<file path="src/rtl/core/bthc_pkg.sv">
package bthc_pkg;

  // sequencer phase, also driven out as the phase field
  typedef enum logic [2:0] {
    MODE_IDLE    = 3'd0,
    MODE_BOIL    = 3'd1,
    MODE_DECHLOR = 3'd2,
    MODE_COOL    = 3'd3,
    MODE_WARM    = 3'd4
  } mode_e;

  // configuration register indexes
  typedef enum logic [2:0] {
    REG_SET_TEMP    = 3'd0,
    REG_HYSTERESIS  = 3'd1,
    REG_PLATEAU_SEC = 3'd2,
    REG_DECHLOR_SEC = 3'd3,
    REG_DECHLOR_EN  = 3'd4,
    REG_FAN_EN      = 3'd5,
    REG_TICKS_SEC   = 3'd6
  } reg_idx_e;

  localparam int unsigned CfgIdxW  = 3;
  localparam int unsigned CfgDataW = 10;
  localparam int unsigned TempW    = 12;

  // tenths of a degree
  localparam logic signed [12:0] DryLimit  = 13'sd700;
  localparam logic        [9:0]  CoolFloor = 10'd500;

  localparam logic [9:0] SetTempRst    = 10'd500;
  localparam logic [7:0] HystRst       = 8'd20;
  localparam logic [7:0] PlateauSecRst = 8'd60;
  localparam logic [7:0] DechlorSecRst = 8'd120;
  localparam logic [7:0] TicksSecRst   = 8'd20;

  typedef struct packed {
    logic [9:0] set_temperature;
    logic [7:0] hysteresis;
    logic [7:0] plateau_seconds;
    logic [7:0] dechlor_seconds;
    logic       dechlor_enable;
    logic       fan_enable;
    logic [7:0] ticks_per_second;
  } cfg_t;

  // control state apart from the adc plateau level
  typedef struct packed {
    logic [7:0] tick_count;
    logic [7:0] second_count;
    mode_e      mode;
    logic       main_heat;
    logic       aux_heat;
    logic       fan_drive;
  } ctrl_t;

endpackage

</file>
<file path="src/rtl/core/bthc_step.sv">
module bthc_step import bthc_pkg::*; #(
  parameter int unsigned ADC_BITS = 10
) (
  input  cfg_t                  cfg_i,
  input  ctrl_t                 ctrl_i,
  input  logic [ADC_BITS-1:0]   level_i,
  input  logic                  func_i,
  input  logic                  start_boil_i,
  input  logic [ADC_BITS-1:0]   tank_adc_i,
  input  logic [TempW-1:0]      temperature_i,
  output ctrl_t                 ctrl_o,
  output logic [ADC_BITS-1:0]   level_o,
  output logic                  fault_o
);

  logic signed [12:0] temp_s;
  logic signed [12:0] set_s;
  logic signed [12:0] band_lo_s;
  logic signed [12:0] cool_lim_s;
  logic        [9:0]  floor_v;
  logic        [7:0]  tick_inc;
  logic        [7:0]  sec_base;
  logic        [7:0]  sec_inc;
  logic               step_en;
  logic               level_move;
  logic        [ADC_BITS:0] adc_p1;
  logic               above_set;
  logic               below_band;
  logic               still_hot;
  logic               dry;

  assign temp_s     = {temperature_i[TempW-1], temperature_i};
  assign set_s      = signed'({3'b000, cfg_i.set_temperature});
  assign band_lo_s  = set_s - signed'({5'b00000, cfg_i.hysteresis});
  assign floor_v    = (cfg_i.set_temperature < CoolFloor) ? CoolFloor : cfg_i.set_temperature;
  assign cool_lim_s = signed'({3'b000, floor_v}) + signed'({5'b00000, cfg_i.hysteresis});
  assign above_set  = temp_s > set_s;
  assign below_band = temp_s < band_lo_s;
  assign still_hot  = temp_s > cool_lim_s;
  assign dry        = temp_s < DryLimit;

  assign tick_inc = ctrl_i.tick_count + 8'd1;
  assign step_en  = tick_inc >= cfg_i.ticks_per_second;

  // a reading above the level or more than one count below it restarts the plateau
  assign adc_p1     = {1'b0, tank_adc_i} + {{ADC_BITS{1'b0}}, 1'b1};
  assign level_move = (tank_adc_i > level_i) || (adc_p1 < {1'b0, level_i});
  assign sec_base   = (ctrl_i.mode == MODE_BOIL && level_move) ? 8'd0 : ctrl_i.second_count;
  assign sec_inc    = sec_base + 8'd1;

  // keep-warm thermostat
  function automatic logic warm_aux(input logic aux_in, input logic hi, input logic lo);
    logic r;
    r = aux_in;
    if (hi) begin
      r = 1'b0;
    end else if (lo) begin
      r = 1'b1;
    end
    return r;
  endfunction

  always_comb begin
    ctrl_o  = ctrl_i;
    level_o = level_i;
    fault_o = 1'b0;
    if (func_i) begin
      level_o             = '0;
      ctrl_o.tick_count   = 8'd0;
      ctrl_o.second_count = 8'd0;
      if (start_boil_i) begin
        ctrl_o.main_heat = 1'b1;
        ctrl_o.aux_heat  = 1'b1;
        ctrl_o.mode      = MODE_BOIL;
      end else begin
        ctrl_o.main_heat = 1'b0;
        ctrl_o.mode      = MODE_WARM;
      end
    end else if (!step_en) begin
      ctrl_o.tick_count = tick_inc;
    end else begin
      ctrl_o.tick_count = 8'd0;
      case (ctrl_i.mode)
        MODE_BOIL: begin
          if (level_move) begin
            level_o = tank_adc_i;
          end
          ctrl_o.second_count = sec_inc;
          if (sec_inc >= cfg_i.plateau_seconds) begin
            ctrl_o.main_heat = 1'b0;
            if (cfg_i.dechlor_enable && !dry) begin
              ctrl_o.mode         = MODE_DECHLOR;
              ctrl_o.second_count = 8'd0;
            end else begin
              ctrl_o.aux_heat = 1'b0;
              if (dry) begin
                ctrl_o.mode = MODE_IDLE;
                fault_o     = 1'b1;
              end else begin
                // straight into cooling, evaluated this same second
                ctrl_o.mode      = MODE_COOL;
                ctrl_o.fan_drive = cfg_i.fan_enable;
                if (!still_hot) begin
                  ctrl_o.fan_drive = 1'b0;
                  ctrl_o.mode      = MODE_WARM;
                  ctrl_o.aux_heat  = warm_aux(1'b0, above_set, below_band);
                end
              end
            end
          end
        end
        MODE_DECHLOR: begin
          ctrl_o.second_count = sec_inc;
          if (sec_inc >= cfg_i.dechlor_seconds) begin
            ctrl_o.aux_heat  = 1'b0;
            ctrl_o.mode      = MODE_COOL;
            ctrl_o.fan_drive = cfg_i.fan_enable;
            if (!still_hot) begin
              ctrl_o.fan_drive = 1'b0;
              ctrl_o.mode      = MODE_WARM;
              ctrl_o.aux_heat  = warm_aux(1'b0, above_set, below_band);
            end
          end
        end
        MODE_COOL: begin
          ctrl_o.fan_drive = cfg_i.fan_enable;
          if (!still_hot) begin
            ctrl_o.fan_drive = 1'b0;
            ctrl_o.mode      = MODE_WARM;
            ctrl_o.aux_heat  = warm_aux(ctrl_i.aux_heat, above_set, below_band);
          end
        end
        MODE_WARM: begin
          ctrl_o.aux_heat = warm_aux(ctrl_i.aux_heat, above_set, below_band);
        end
        default: begin
        end
      endcase
    end
  end

endmodule

</file>
<file path="src/rtl/core/boil_tank_heater_controller.sv">
// water tank heater sequencer
// input channel (in_valid_i / in_ready_o) carries one word per event: a timer
//   tick (func 0) or a start command (func 1, start_boil picks boil or warm)
// every accepted input word gives exactly one output word on the output
//   channel (out_valid_o / out_ready_i): heater and fan drives, phase and a
//   one-step dry-burn fault flag, all as they stand after that event
// configuration channel (cfg_valid_i / cfg_ready_o) writes one register per
//   word by index; it is always ready and is meant to be used while idle
// an input word is registered, then the step logic updates the state and
//   loads the output register once the output slot is free or drains, and
//   the receiver takes the result from the output register
// throughput: one word per cycle while the receiver is ready, set by the
//   combinational step logic that reads and writes the control state on every evaluated word
// when the receiver stalls, the output register holds its word and the
//   input register holds the next one; input keeps flowing while either
//   has room
// reset clears all control state, the drives and phase to idle, and loads
//   the register defaults
module boil_tank_heater_controller import bthc_pkg::*; #(
  parameter int unsigned ADC_BITS = 10
) (
  input  logic                clk_i,
  input  logic                rst_ni,
  // input words
  input  logic                in_valid_i,
  output logic                in_ready_o,
  input  logic                func_i,
  input  logic                start_boil_i,
  input  logic [ADC_BITS-1:0] tank_adc_i,
  input  logic [TempW-1:0]    temperature_i,
  // output words
  output logic                out_valid_o,
  input  logic                out_ready_i,
  output logic                major_heater_o,
  output logic                minor_heater_o,
  output logic                fan_on_o,
  output logic [2:0]          phase_o,
  output logic                dry_burn_fault_o,
  // register writes
  input  logic                cfg_valid_i,
  output logic                cfg_ready_o,
  input  logic [CfgIdxW-1:0]  cfg_index_i,
  input  logic [CfgDataW-1:0] cfg_data_i
);

  cfg_t                cfg_q;
  ctrl_t               ctrl_q, ctrl_d;
  logic [ADC_BITS-1:0] level_q, level_d;
  logic                fault_d;

  // input register
  logic                in_vld_q;
  logic                func_q;
  logic                start_boil_q;
  logic [ADC_BITS-1:0] tank_adc_q;
  logic [TempW-1:0]    temperature_q;

  // output register
  logic                out_vld_q;
  logic                major_q, minor_q, fan_q, fault_q;
  logic [2:0]          phase_q;

  logic                step_go;

  // the registered word is evaluated whenever the output slot is free or drains
  assign step_go     = in_vld_q && (!out_vld_q || out_ready_i);
  assign in_ready_o  = !in_vld_q || step_go;
  assign cfg_ready_o = 1'b1;

  // configuration registers
  always_ff @(posedge clk_i or negedge rst_ni) begin
    if (!rst_ni) begin
      cfg_q.set_temperature  <= SetTempRst;
      cfg_q.hysteresis       <= HystRst;
      cfg_q.plateau_seconds  <= PlateauSecRst;
      cfg_q.dechlor_seconds  <= DechlorSecRst;
      cfg_q.dechlor_enable   <= 1'b1;
      cfg_q.fan_enable       <= 1'b1;
      cfg_q.ticks_per_second <= TicksSecRst;
    end else if (cfg_valid_i) begin
      unique case (reg_idx_e'(cfg_index_i))
        REG_SET_TEMP:    cfg_q.set_temperature  <= cfg_data_i;
        REG_HYSTERESIS:  cfg_q.hysteresis       <= cfg_data_i[7:0];
        REG_PLATEAU_SEC: cfg_q.plateau_seconds  <= cfg_data_i[7:0];
        REG_DECHLOR_SEC: cfg_q.dechlor_seconds  <= cfg_data_i[7:0];
        REG_DECHLOR_EN:  cfg_q.dechlor_enable   <= cfg_data_i[0];
        REG_FAN_EN:      cfg_q.fan_enable       <= cfg_data_i[0];
        REG_TICKS_SEC:   cfg_q.ticks_per_second <= cfg_data_i[7:0];
        default: begin
        end
      endcase
    end
  end

  // input stage valid
  always_ff @(posedge clk_i or negedge rst_ni) begin
    if (!rst_ni) begin
      in_vld_q <= 1'b0;
    end else if (in_ready_o) begin
      in_vld_q <= in_valid_i;
    end
  end

  // input stage payload
  always_ff @(posedge clk_i) begin
    if (in_valid_i && in_ready_o) begin
      func_q        <= func_i;
      start_boil_q  <= start_boil_i;
      tank_adc_q    <= tank_adc_i;
      temperature_q <= temperature_i;
    end
  end

  bthc_step #(
    .ADC_BITS (ADC_BITS)
  ) u_step (
    .cfg_i         (cfg_q),
    .ctrl_i        (ctrl_q),
    .level_i       (level_q),
    .func_i        (func_q),
    .start_boil_i  (start_boil_q),
    .tank_adc_i    (tank_adc_q),
    .temperature_i (temperature_q),
    .ctrl_o        (ctrl_d),
    .level_o       (level_d),
    .fault_o       (fault_d)
  );

  // control state advances once per evaluated word
  always_ff @(posedge clk_i or negedge rst_ni) begin
    if (!rst_ni) begin
      ctrl_q.tick_count   <= 8'd0;
      ctrl_q.second_count <= 8'd0;
      ctrl_q.mode         <= MODE_IDLE;
      ctrl_q.main_heat    <= 1'b0;
      ctrl_q.aux_heat     <= 1'b0;
      ctrl_q.fan_drive    <= 1'b0;
      level_q             <= '0;
    end else if (step_go) begin
      ctrl_q  <= ctrl_d;
      level_q <= level_d;
    end
  end

  // output stage valid
  always_ff @(posedge clk_i or negedge rst_ni) begin
    if (!rst_ni) begin
      out_vld_q <= 1'b0;
    end else if (!out_vld_q || out_ready_i) begin
      out_vld_q <= in_vld_q;
    end
  end

  // output stage payload
  always_ff @(posedge clk_i) begin
    if (step_go) begin
      major_q <= ctrl_d.main_heat;
      minor_q <= ctrl_d.aux_heat;
      fan_q   <= ctrl_d.fan_drive;
      phase_q <= ctrl_d.mode;
      fault_q <= fault_d;
    end
  end

  assign out_valid_o      = out_vld_q;
  assign major_heater_o   = major_q;
  assign minor_heater_o   = minor_q;
  assign fan_on_o         = fan_q;
  assign phase_o          = phase_q;
  assign dry_burn_fault_o = fault_q;

endmodule

</file>
<file path="config.mk">
export PLATFORM = sky130hd
export DESIGN_NAME = boil_tank_heater_controller
export DESIGN_NICKNAME = d
export VERILOG_FILES = /design/src/rtl/core/bthc_pkg.sv /design/src/rtl/core/bthc_step.sv /design/src/rtl/core/boil_tank_heater_controller.sv
export SDC_FILE = /design/constraint.sdc
export NUM_CORES = 1
export LEC_CHECK = 0
export BUFFER_PORTS_ARGS = -buffer_cell sky130_fd_sc_hd__buf_2
export CORE_MARGIN = 5
export CORE_UTILIZATION = 51
export CTS_BUF_LIST = sky130_fd_sc_hd__clkbuf_4 sky130_fd_sc_hd__clkbuf_8 sky130_fd_sc_hd__clkbuf_16
export DETAILED_ROUTE_END_ITERATION = 12
export GPL_ROUTABILITY_DRIVEN = 0
export PLACE_DENSITY = 0.69
export SLEW_MARGIN = 10
export SYNTH_ARGS = -nofsm -noshare
export SYNTH_HDL_FRONTEND = slang
export SYNTH_SLANG_ARGS = --single-unit
</file>
<file path="constraint.sdc">
create_clock -name clk_i -period 12.95 [get_ports clk_i]
set_input_delay 3.2375 -clock clk_i [delete_from_list [all_inputs] [get_ports clk_i]]
set_output_delay 3.2375 -clock clk_i [all_outputs]
set_load 0.02 [all_outputs]
</file>
==> results of run 1 <==
-- layout make-up --
cell class,instances,area (um^2),share of cell area (%)
clock buffer,14,293,3.62
clock inverter,2,13.8,0.170
inverter,70,263,3.25
multi-input combinational,566,4120,50.9
sequential,109,2910,35.9
tap,180,225,2.78
timing repair buffer,53,275,3.40
-- logic make-up after synthesis --
group | share of synthesized area (%)
other | 0.0510
AO/OA/AOI/OAI | 16.8
flip-flops | 39.6
buffers and inverters | 4.58
multiplexers | 3.66
adder cells (fa/ha/maj) | 16.7
AND/OR/NAND/NOR | 15.1
XOR/XNOR | 3.58
-- worst reg2reg max path: cells and delay by family (launching register included) --
family	cells	cell delay [ns]
flops	1	0.49
mux	1	0.26
xor+xnor	1	0.08
simple gates	7	1.34
compound gates	11	2.84
fa+ha+maj	4	1.09
-- layout by cell type, fill, tap and decap left out, drive strengths merged, types with 7 or more instances in the layout --
cell	instances
a211oi	12
nor2	27
and2	8
nand2	79
edfxtp	31
mux2	23
xnor2	20
nor2b	9
nand2b	10
nand3	37
clkbuf	14
xor2	10
dfrtp	58
a21oi	41
inv	71
o21ai	63
ha	95
buf	53
nor3	15
or2	8
nand4	9
o211ai	7
dfstp	20
a21o	12
-- final timing paths --
kind / startpoint / end / slack, ns / cells past startpoint
worst min register to register: ctrl_q[13] / ctrl_q[13] / 0.50 / 1
worst max register to register: tank_adc_q[1] / fan_on_o / 6.58 / 24
min in group asynchronous: rst_ni / ctrl_q[17] / 3.05 / 1
worst max-delay path: out_ready_i / in_ready_o / 6.00 / 3
worst min-delay path: ctrl_q[13] / ctrl_q[13] / 0.50 / 1
max in group asynchronous: rst_ni / level_q[8] / 9.24 / 1
-- state kept, by name (all words and copies together) (netlist names) --
name	cells
cfg_q	44
func_q	1
start_boil_q	1
tank_adc_q	10
ctrl_q	22
fan_on_o	1
out_valid_o	1
temperature_q	12
level_q	10
minor_heater_o	1
in_vld_q	1
major_heater_o	1
dry_burn_fault_o	1
phase_o	3
-- through the flow --
step | utilization [%] | cell area [um^2]
2_1_floorplan | - | 7350
3_3_place_gp | 55.6 | 7780
3_5_place_dp | 55.6 | 7780
4_1_cts | 57.8 | 8090
5_1_grt | 57.9 | 8090
6_report | 57.9 | 8090
-- metal layers --
| metal | part of all wire (%) | vias to the layer above | track usage (%) |
|---|---|---|---|
| met5 | 0 | - | 0 |
| met3 | 3.9 | 35 | 3.68 |
| met1 | 44 | 2779 | 27.1 |
| met4 | 2.4 | 0 | 7.70 |
| li1 | - | 2847 | - |
| met2 | 49 | 123 | 37.5 |
-- power breakdown --
group | switching, uW | internal (uW)
clock | 126 | 158
combinational | 266 | 203
sequential | 50.3 | 419
total | 442 | 779
==> out/metrics.yaml, run 1 <==
required_ns: 9.71
synth_ff_type: "dfrtp_1"
path_buf_inv: 2
max_clock_freq_mhz: 144
grt_usage_pct: 21.6
avgSynthCellArea_um2: 9.65
drt-initial-drc-count: 265
clkLatencyLatePin_ns: 0.36
clk_pin_slew_worst_paths_ns: 0.07
clockBufferDepth: 2
die_area_um2: 16900
synth_top_area_share_pct: 19.7
cp_common_cell: "buf_2"
power_density_nw_per_um2: 151
setup_viol: 0
synthArstFlopShare_pct: 71.6
cts_hold_buf: 0
numClockSinks: 109
htreeDepth: 3
setup_tns_ns: 0
skew_ns: 0.0105
instances_no_fill: 994
worstPathArrival_ns: 3.71
antenna_found_initial: 0
critPathTopFamily: "buffers and inverters"
worst_pin_slew_ns: 1.00
start_util_pct: 52.5
outcome: "finished clean"
holdCritPathClass: "flip-flop to flip-flop"
post-place-cells: 978
min_period_over_period_pct: 53.6
cts_tree: "done"
ys_seq_area_share_pct: 39.6
post-cts-setup-buffer-count: 0
rsz0062_at_grt: "no"
path_class: "input port to output port"
vias: 5784
ys_types: 69
fin_hold_ws_ns: 0.497
wl_um: 17500
cp_cell_sequence: "buf_2, nand3b_1, buf_2"
synth_fp_nets: 901
maxSlewViolCount: 0
nets: 948
cp-start-kind: "input port"
grt_pass1_wl_um: 29000
maxCapViolations: 0
die_x_um: 130
ys_warn_count: 0
path_max_fanout: 3
grt_max_degree: 79
drive_gt1_share_pct: 15.8
core_um2: 14000
yosysTopAreaCell: "dfrtp_1"
cp-end-kind: "output port"
die_y_um: 130
synth_area_leaders: "dfrtp_1, ha_1, edfxtp_1, dfstp_2, o21ai_0"
antennaDiodeCount: 0
critPathSlowestCell: "nand3b_1"
numCtsBuffers: 9
yosysMostFrequentCell: "ha_1"
hold_viol: 0
overflow: 0
place_ws_ns: 6.01
synth_edf_count: 31
dpl.hpwl_um: 13400
post-route-drc-count: 0
synth-seq-cells: 109
n_fill_cell: 1233
finalPower_uw: 1220
slew_headroom_pct: 33.0
grt_pass1_vias: 6040
fin_crit_ns: 6.95
yosys-top-cells-count: "ha_1, nand2_1, inv_1"
rows: 43
netlist_area_um2: 7350
routedWlPerCell_um: 17.6
setup_ws_ns: 6.00
vias_per_cell: 5.82
port_buffers: 50
io_pins: 52
syn_inst: 762
p_leak_uw: 0.00370
ant_nets: 0
firstDrtPassIters: 5
peakVddDrop_uv: 111
clockRootBuffer: "clkbuf_16"
post_cts_resized: 0
area_growth_pct: 10.1
slowest_delay_ns: 0.18
Note: power is estimated with default switching activity, not from simulation.
==> inputs of run 2 (changes only) <==
--- a/config.mk
+++ b/config.mk
@@ -11,7 +11,7 @@
 export CTS_BUF_LIST = sky130_fd_sc_hd__clkbuf_4 sky130_fd_sc_hd__clkbuf_8 sky130_fd_sc_hd__clkbuf_16
 export DETAILED_ROUTE_END_ITERATION = 12
 export GPL_ROUTABILITY_DRIVEN = 0
-export PLACE_DENSITY = 0.69
+export PLACE_DENSITY = 0.72
 export SLEW_MARGIN = 10
 export SYNTH_ARGS = -nofsm -noshare
 export SYNTH_HDL_FRONTEND = slang
==> constraint.sdc (replaced) <==
create_clock -name clk_i -period 6.05 [get_ports clk_i]
set_input_delay 1.5125 -clock clk_i [delete_from_list [all_inputs] [get_ports clk_i]]
set_output_delay 1.5125 -clock clk_i [all_outputs]
set_load 0.02 [all_outputs]
==> run 2 against run 1 <==
Sequential power is 110% higher. Power is 120% higher. First-iteration DRC count is 76% higher. Global-route usage is 0.12 points higher. Cell count is 0.20% higher. Register-to-register slack worse by 6.3 ns. Non-clock buffer count is 2 higher. Critical path depth is 21 higher. Clock power is 130% higher. Worst hold slack better by 0.0021 ns. Count of clock-buffer cells in the layout is 4 lower.
==> out/metrics.yaml, run 2 (synthesis results as in run 1) <==
outcome: "finished clean"
setup_viol: 0
critPathSlowestCell: "edfxtp_1"
maxSlewViolCount: 0
path_class: "flip-flop to flip-flop"
hold_viol: 0
required_ns: 6.16
die_y_um: 130
finalPower_uw: 2660
clkLatencyLatePin_ns: 0.36
die_area_um2: 16900
firstDrtPassIters: 5
grt_pass1_wl_um: 28800
cp_common_cell: "ha_1"
mostFrequentLayoutCell: "ha_1"
ant_nets: 0
core_um2: 14000
slowest_delay_ns: 0.47
path_buf_inv: 0
antennaDiodeCount: 0
power_density_nw_per_um2: 328
numCtsBuffers: 9
final_cell_mix: "ha_1, nand2_1, inv_1, o21ai_0, dfrtp_1"
antenna_found_initial: 0
vias_per_cell: 5.92
drive_gt1_share_pct: 15.8
largest_register_ffs: 44
p_leak_uw: 0.00370
min_period_over_period_pct: 95.0
post-route-drc-count: 0
instances_no_fill: 996
die_x_um: 130
area_growth_pct: 10.5
clockBufferDepth: 2
rrSetupSlack_ns: 0.30
grt_usage_pct: 21.7
skew_ns: 0.0105
wl_um: 17500
htreeDepth: 3
cts_tree: "done"
worstPathArrival_ns: 5.85
overflow: 0
routedWlPerCell_um: 17.6
cp-start-kind: "flip-flop"
start_util_pct: 52.5
drt-initial-drc-count: 466
port_buffers: 50
reg_top3: "cfg_q: 44 flops, ctrl_q: 22 flops, temperature_q: 12 flops"
cp-end-kind: "flip-flop"
numClockSinks: 109
path_max_fanout: 6
regMostFlops: "cfg_q"
clk_pin_slew_worst_paths_ns: 0.07
cp_cell_sequence: "ha_1, and2_1, and2_1, nand3_1, xnor2_1, ha_1, o21a_1, o21ai_0, a2111oi_0, nor2_1, o21ai_1, and2_1, ha_1, nand3_1, o21ai_0, a21oi_1, ha_1, a2111o_1, a211oi_1, a31oi_1, o31a_1, or2_2, a32o_1, mux2_2"
io_pins: 52
rows: 43
critPathTopFamily: "compound AO/OA/AOI/OAI gates"
vias: 5897
clockRootBuffer: "clkbuf_16"
slew_headroom_pct: 33.2
fin_util_pct: 58.0
fin_crit_ns: 5.75
maxCapViolations: 0
dpl.hpwl_um: 13400
grt_pass1_vias: 5841
peakVddDrop_uv: 192
post-place-cells: 980
holdCritPathClass: "flip-flop to flip-flop"
grt_max_degree: 79
max_clock_freq_mhz: 174
worst_pin_slew_ns: 1.00
nets: 950
==> run 2: cell count changes in the layout (fill, tap and decap cells not counted), sizes merged <==
cell,change
bufinv,+2
clkinvlp,+1
clkinv,+1
buf,+2
clkbuf,-4
==> run 2: worst reg2reg max path, stage by stage (launching register included) <==
cell and delay [ns]:
edfxtp_1 0.47, ha_1 0.28, and2_1 0.18, and2_1 0.18
nand3_1 0.10, xnor2_1 0.08, ha_1 0.29, o21a_1 0.11
o21ai_0 0.08, a2111oi_0 0.38, nor2_1 0.11, o21ai_1 0.22
and2_1 0.26, ha_1 0.28, nand3_1 0.16, o21ai_0 0.25
a21oi_1 0.14, ha_1 0.25, a2111o_1 0.32, a211oi_1 0.27
a31oi_1 0.10, o31a_1 0.17, or2_2 0.28, a32o_1 0.27
mux2_2 0.27
==> run 2: through the flow <==
stage | setup TNS (ns) | instance area, um^2 | setup slack (ns) | hold WS (ns)
floorplan | 0 | 7350 | 0.813 | 0.457
global placement | 0 | 7790 | 0.734 | 0.475
detailed placement | 0 | 7790 | 0.464 | 0.486
CTS | 0 | 8110 | 0.436 | 0.505
global route | -0.0357 | 8120 | -0.0357 | 0.526
finish | 0 | 8120 | 0.304 | 0.499
==> run 2: final cells by class <==
class                           instances  area, um^2
Fill cell                            1193        5870
Multi-Input combinational cell        566        4110
Sequential cell                       109        2910
Timing Repair Buffer                   55         290
Inverter                               70         263
Clock buffer                           10         233
Tap cell                              180         225
Clock inverter                          6        87.6
==> run 2: layer usage <==
layer	global-route usage (%)	vias to the layer above	share of wire [%]
met1	28.9	2857	46
met4	6.97	0	2.2
met2	35.2	160	47
met5	0	-	0
li1	-	2847	-
met3	5.03	33	5.2
==> run 2: path summary, 6_finish.rpt <==
check | to | depth (start not counted) | startpoint
worst min register to register | ctrl_q[13] | 1 | ctrl_q[13]
min in group asynchronous | ctrl_q[17] | 1 | rst_ni
worst max register to register | fan_on_o | 24 | tank_adc_q[0]
max in group asynchronous | cfg_q[10] | 1 | rst_ni
worst max-delay path | fan_on_o | 24 | tank_adc_q[0]
worst min-delay path | ctrl_q[13] | 1 | ctrl_q[13]
==> run 2: repair_timing <==
| action | in CTS | in global routing |
|---|---|---|
| resized for setup | 0 | 1 |
| setup buffers | 0 | 0 |
| hold buffers | 0 | 0 |
| endpoints found under the setup margin | 0 | 1 |
==> run 2: report_power, final <==
part	switching [uW]	internal, uW	total (uW)
registers	107	897	1000
logic	576	436	1010
clock network	276	369	644
total	959	1700	2660
==> inputs of run 3 (changes only) <==
==> constraint.sdc (replaced) <==
create_clock -name clk_i -period 4.9 [get_ports clk_i]
set_input_delay 1.225 -clock clk_i [delete_from_list [all_inputs] [get_ports clk_i]]
set_output_delay 1.225 -clock clk_i [all_outputs]
set_load 0.02 [all_outputs]
==> run 3 against run 2 <==
The flow now finishes with violations (setup timing). Clock skew is 0.0012 ns lower. Count of clock-buffer cells in the layout is 2 higher. Die area stayed put. Combinational power is 40% higher. Power is 28% higher. Clock power is 17% higher. First-iteration DRC count is 24% higher. Sequential cell count stayed put. Maximum frequency is 14% higher. Critical path depth stayed put. Cell count is 4.3% higher. Largest power group unchanged. Highest routed layer unchanged.
==> out/metrics.yaml, run 3 (synthesis results as in run 1) <==
outcome: "finished, violations left"
violations: "setup timing"
switchingPower_uw: 1260
peakVddDrop_uv: 194
vias: 6235
crit_start: "tank_adc_q[0]"
die_y_um: 130
p_leak_uw: 0.00396
rows: 43
p_clk_share_pct: 22.2
critPathTopFamily: "compound AO/OA/AOI/OAI gates"
required_ns: 5.01
final_cell_mix: "ha_1, nand2_1, inv_1, dfrtp_1, o21ai_0"
fin_util_pct: 62.5
cp.depth: 24
numCtsBuffers: 9
maxCapViolations: 0
fin_hold_ws_ns: 0.498
cts_tree: "done"
area_growth_pct: 18.9
numClockSinks: 109
power_density_nw_per_um2: 389
die_area_um2: 16900
r2r_start: "tank_adc_q[0]"
dpl.hpwl_um: 14100
core_um2: 14000
grt_max_degree: 79
pwr-share-seq_pct: 36.2
p_int_uw: 2140
combPwrFrac_pct: 41.6
place_ws_ns: -0.292
ant_nets: 0
critPathSlowestCell: "edfxtp_1"
vias_per_cell: 6.00
path_class: "flip-flop to flip-flop"
setup_viol: 3
die_x_um: 130
htreeDepth: 3
grt_usage_pct: 22.3
setup_ws_ns: -0.125
reg_top3: "cfg_q: 44 flops, ctrl_q: 22 flops, temperature_q: 12 flops"
overflow: 0
rsz0062_at_grt: "yes"
slowest_delay_ns: 0.39
path_max_fanout: 4
setup_tns_ns: -0.190
clockBufferDepth: 2
clockRootBuffer: "clkbuf_16"
cp-end-kind: "flip-flop"
r2r-end: "fan_on_o"
max_clock_freq_mhz: 199
clk_pin_slew_worst_paths_ns: 0.07
fin_crit_ns: 5.03
p_sw_share_pct: 37.1
antennaDiodeCount: 0
rr_worst_depth: 24
hold_viol: 0
largest_register_ffs: 44
n_fill_cell: 1134
cp_common_cell: "and2_4"
slew_headroom_pct: 31.0
maxSlewViolCount: 0
drive_gt1_share_pct: 25.4
firstDrtPassIters: 6
rrSetupSlack_ns: -0.13
mostFrequentLayoutCell: "ha_1"
path_buf_inv: 0
cts_hold_buf: 0
start_util_pct: 52.5
io_pins: 52
holdCritPathClass: "flip-flop to flip-flop"
nets: 993
routedWlPerCell_um: 18.1
grt_pass1_wl_um: 29800
crit_path_end: "fan_on_o"
port_buffers: 50
wl_um: 18800
clkLatencyLatePin_ns: 0.36
post-route-drc-count: 0
grt_pass1_vias: 6179
antenna_found_initial: 0
worst_pin_slew_ns: 1.03
cp-start-kind: "flip-flop"
cp_cell_sequence: "ha_2, and2_4, and2_4, nand3_4, xnor2_2, ha_1, o21a_1, o21ai_2, a2111oi_4, nor2_2, o21ai_2, and2_4, ha_4, nand3_4, o21ai_4, a21oi_4, ha_4, a2111o_1, a211oi_2, a31oi_1, o31a_1, or2_2, a32o_2, mux2_2"
skew_ns: 0.00931
regMostFlops: "cfg_q"
drt-initial-drc-count: 580
min_period_over_period_pct: 103
worstPathArrival_ns: 5.14
## run 3: cell count changes in the layout (fill, tap and decap cells not counted), moves of 3 or more
cell | previous run | this run
a211oi_1 | 12 | 5
a2111oi_0 | 4 | 1
ha_4 | 0 | 3
a21oi_1 | 40 | 37
and2_1 | 8 | 4
and2_4 | 0 | 4
ha_1 | 95 | 91
buf_4 | 6 | 42
o21ai_0 | 60 | 53
o21ai_2 | 0 | 4
a211oi_2 | 0 | 7
buf_6 | 0 | 6
nor2_2 | 1 | 4
nor2_1 | 26 | 23
## run 3: metrics by stage
stage               power (uW)  instance area (um^2)  cells
floorplan                 2150                  7380    762
global placement          2480                  8060   1011
detailed placement        2550                  8060   1011
CTS                       3320                  8380   1027
global route              3630                  8740   1039
finish                    3400                  8740   1039
## run 3: worst min path at each step
stage               cells past startpoint  slack (ns)  startpoint     endpoint
floorplan                               1        0.46    in_vld_q  out_valid_o
global placement                        1        0.47    in_vld_q  out_valid_o
detailed placement                      1        0.48    in_vld_q  out_valid_o
CTS                                     1        0.50    in_vld_q  out_valid_o
global route                            1        0.52  ctrl_q[13]   ctrl_q[13]
finish                                  1        0.50    in_vld_q  out_valid_o
## run 3: power by group through the flow
stage	clock network, uW	logic [uW]	registers [uW]
2_1_floorplan	0	950	1200
6_report	755	1410	1230
3_3_place_gp	0	1250	1230
3_5_place_dp	0	1310	1240
5_1_grt	800	1580	1250
4_1_cts	763	1330	1230
## run 3: worst reg2reg max path, stage by stage (launching register included)
cell	delay, ns
edfxtp_1	0.39
ha_2	0.20
and2_4	0.15
and2_4	0.15
nand3_4	0.08
xnor2_2	0.16
ha_1	0.30
o21a_1	0.15
o21ai_2	0.10
a2111oi_4	0.30
nor2_2	0.10
o21ai_2	0.18
and2_4	0.18
ha_4	0.15
nand3_4	0.11
o21ai_4	0.21
a21oi_4	0.09
ha_4	0.17
a2111o_1	0.38
a211oi_2	0.17
a31oi_1	0.10
o31a_1	0.16
or2_2	0.28
a32o_2	0.25
mux2_2	0.26
## run 3: timing repair
item                                   CTS  global route
gates resized for setup                  7            59
endpoints found under the hold margin    0             0
buffers inserted                         0            11
pin swaps                                2            32
setup endpoints to repair               18            20
gates cloned                             0             1
## run 3: routing by layer
metal | wire length, um | part of all wire (%) | global-route usage [%] | vias up
met2 | 8790 | 47 | 35.7 | 222
met1 | 8430 | 45 | 30.2 | 3037
li1 | - | - | - | 2936
met4 | 437 | 2.3 | 8.44 | 0
met3 | 1100 | 5.8 | 4.01 | 40
met5 | 0 | 0 | 0 | -
## run 3: final cells by class
cell class / count / area (um^2) / share of cell area (%)
Timing Repair Buffer: 98 / 633 / 7.25
Tap cell: 180 / 225 / 2.58
Clock buffer: 12 / 278 / 3.18
Clock inverter: 4 / 25.0 / 0.286
Inverter: 70 / 263 / 3.01
Multi-Input combinational cell: 566 / 4410 / 50.4
Sequential cell: 109 / 2910 / 33.3
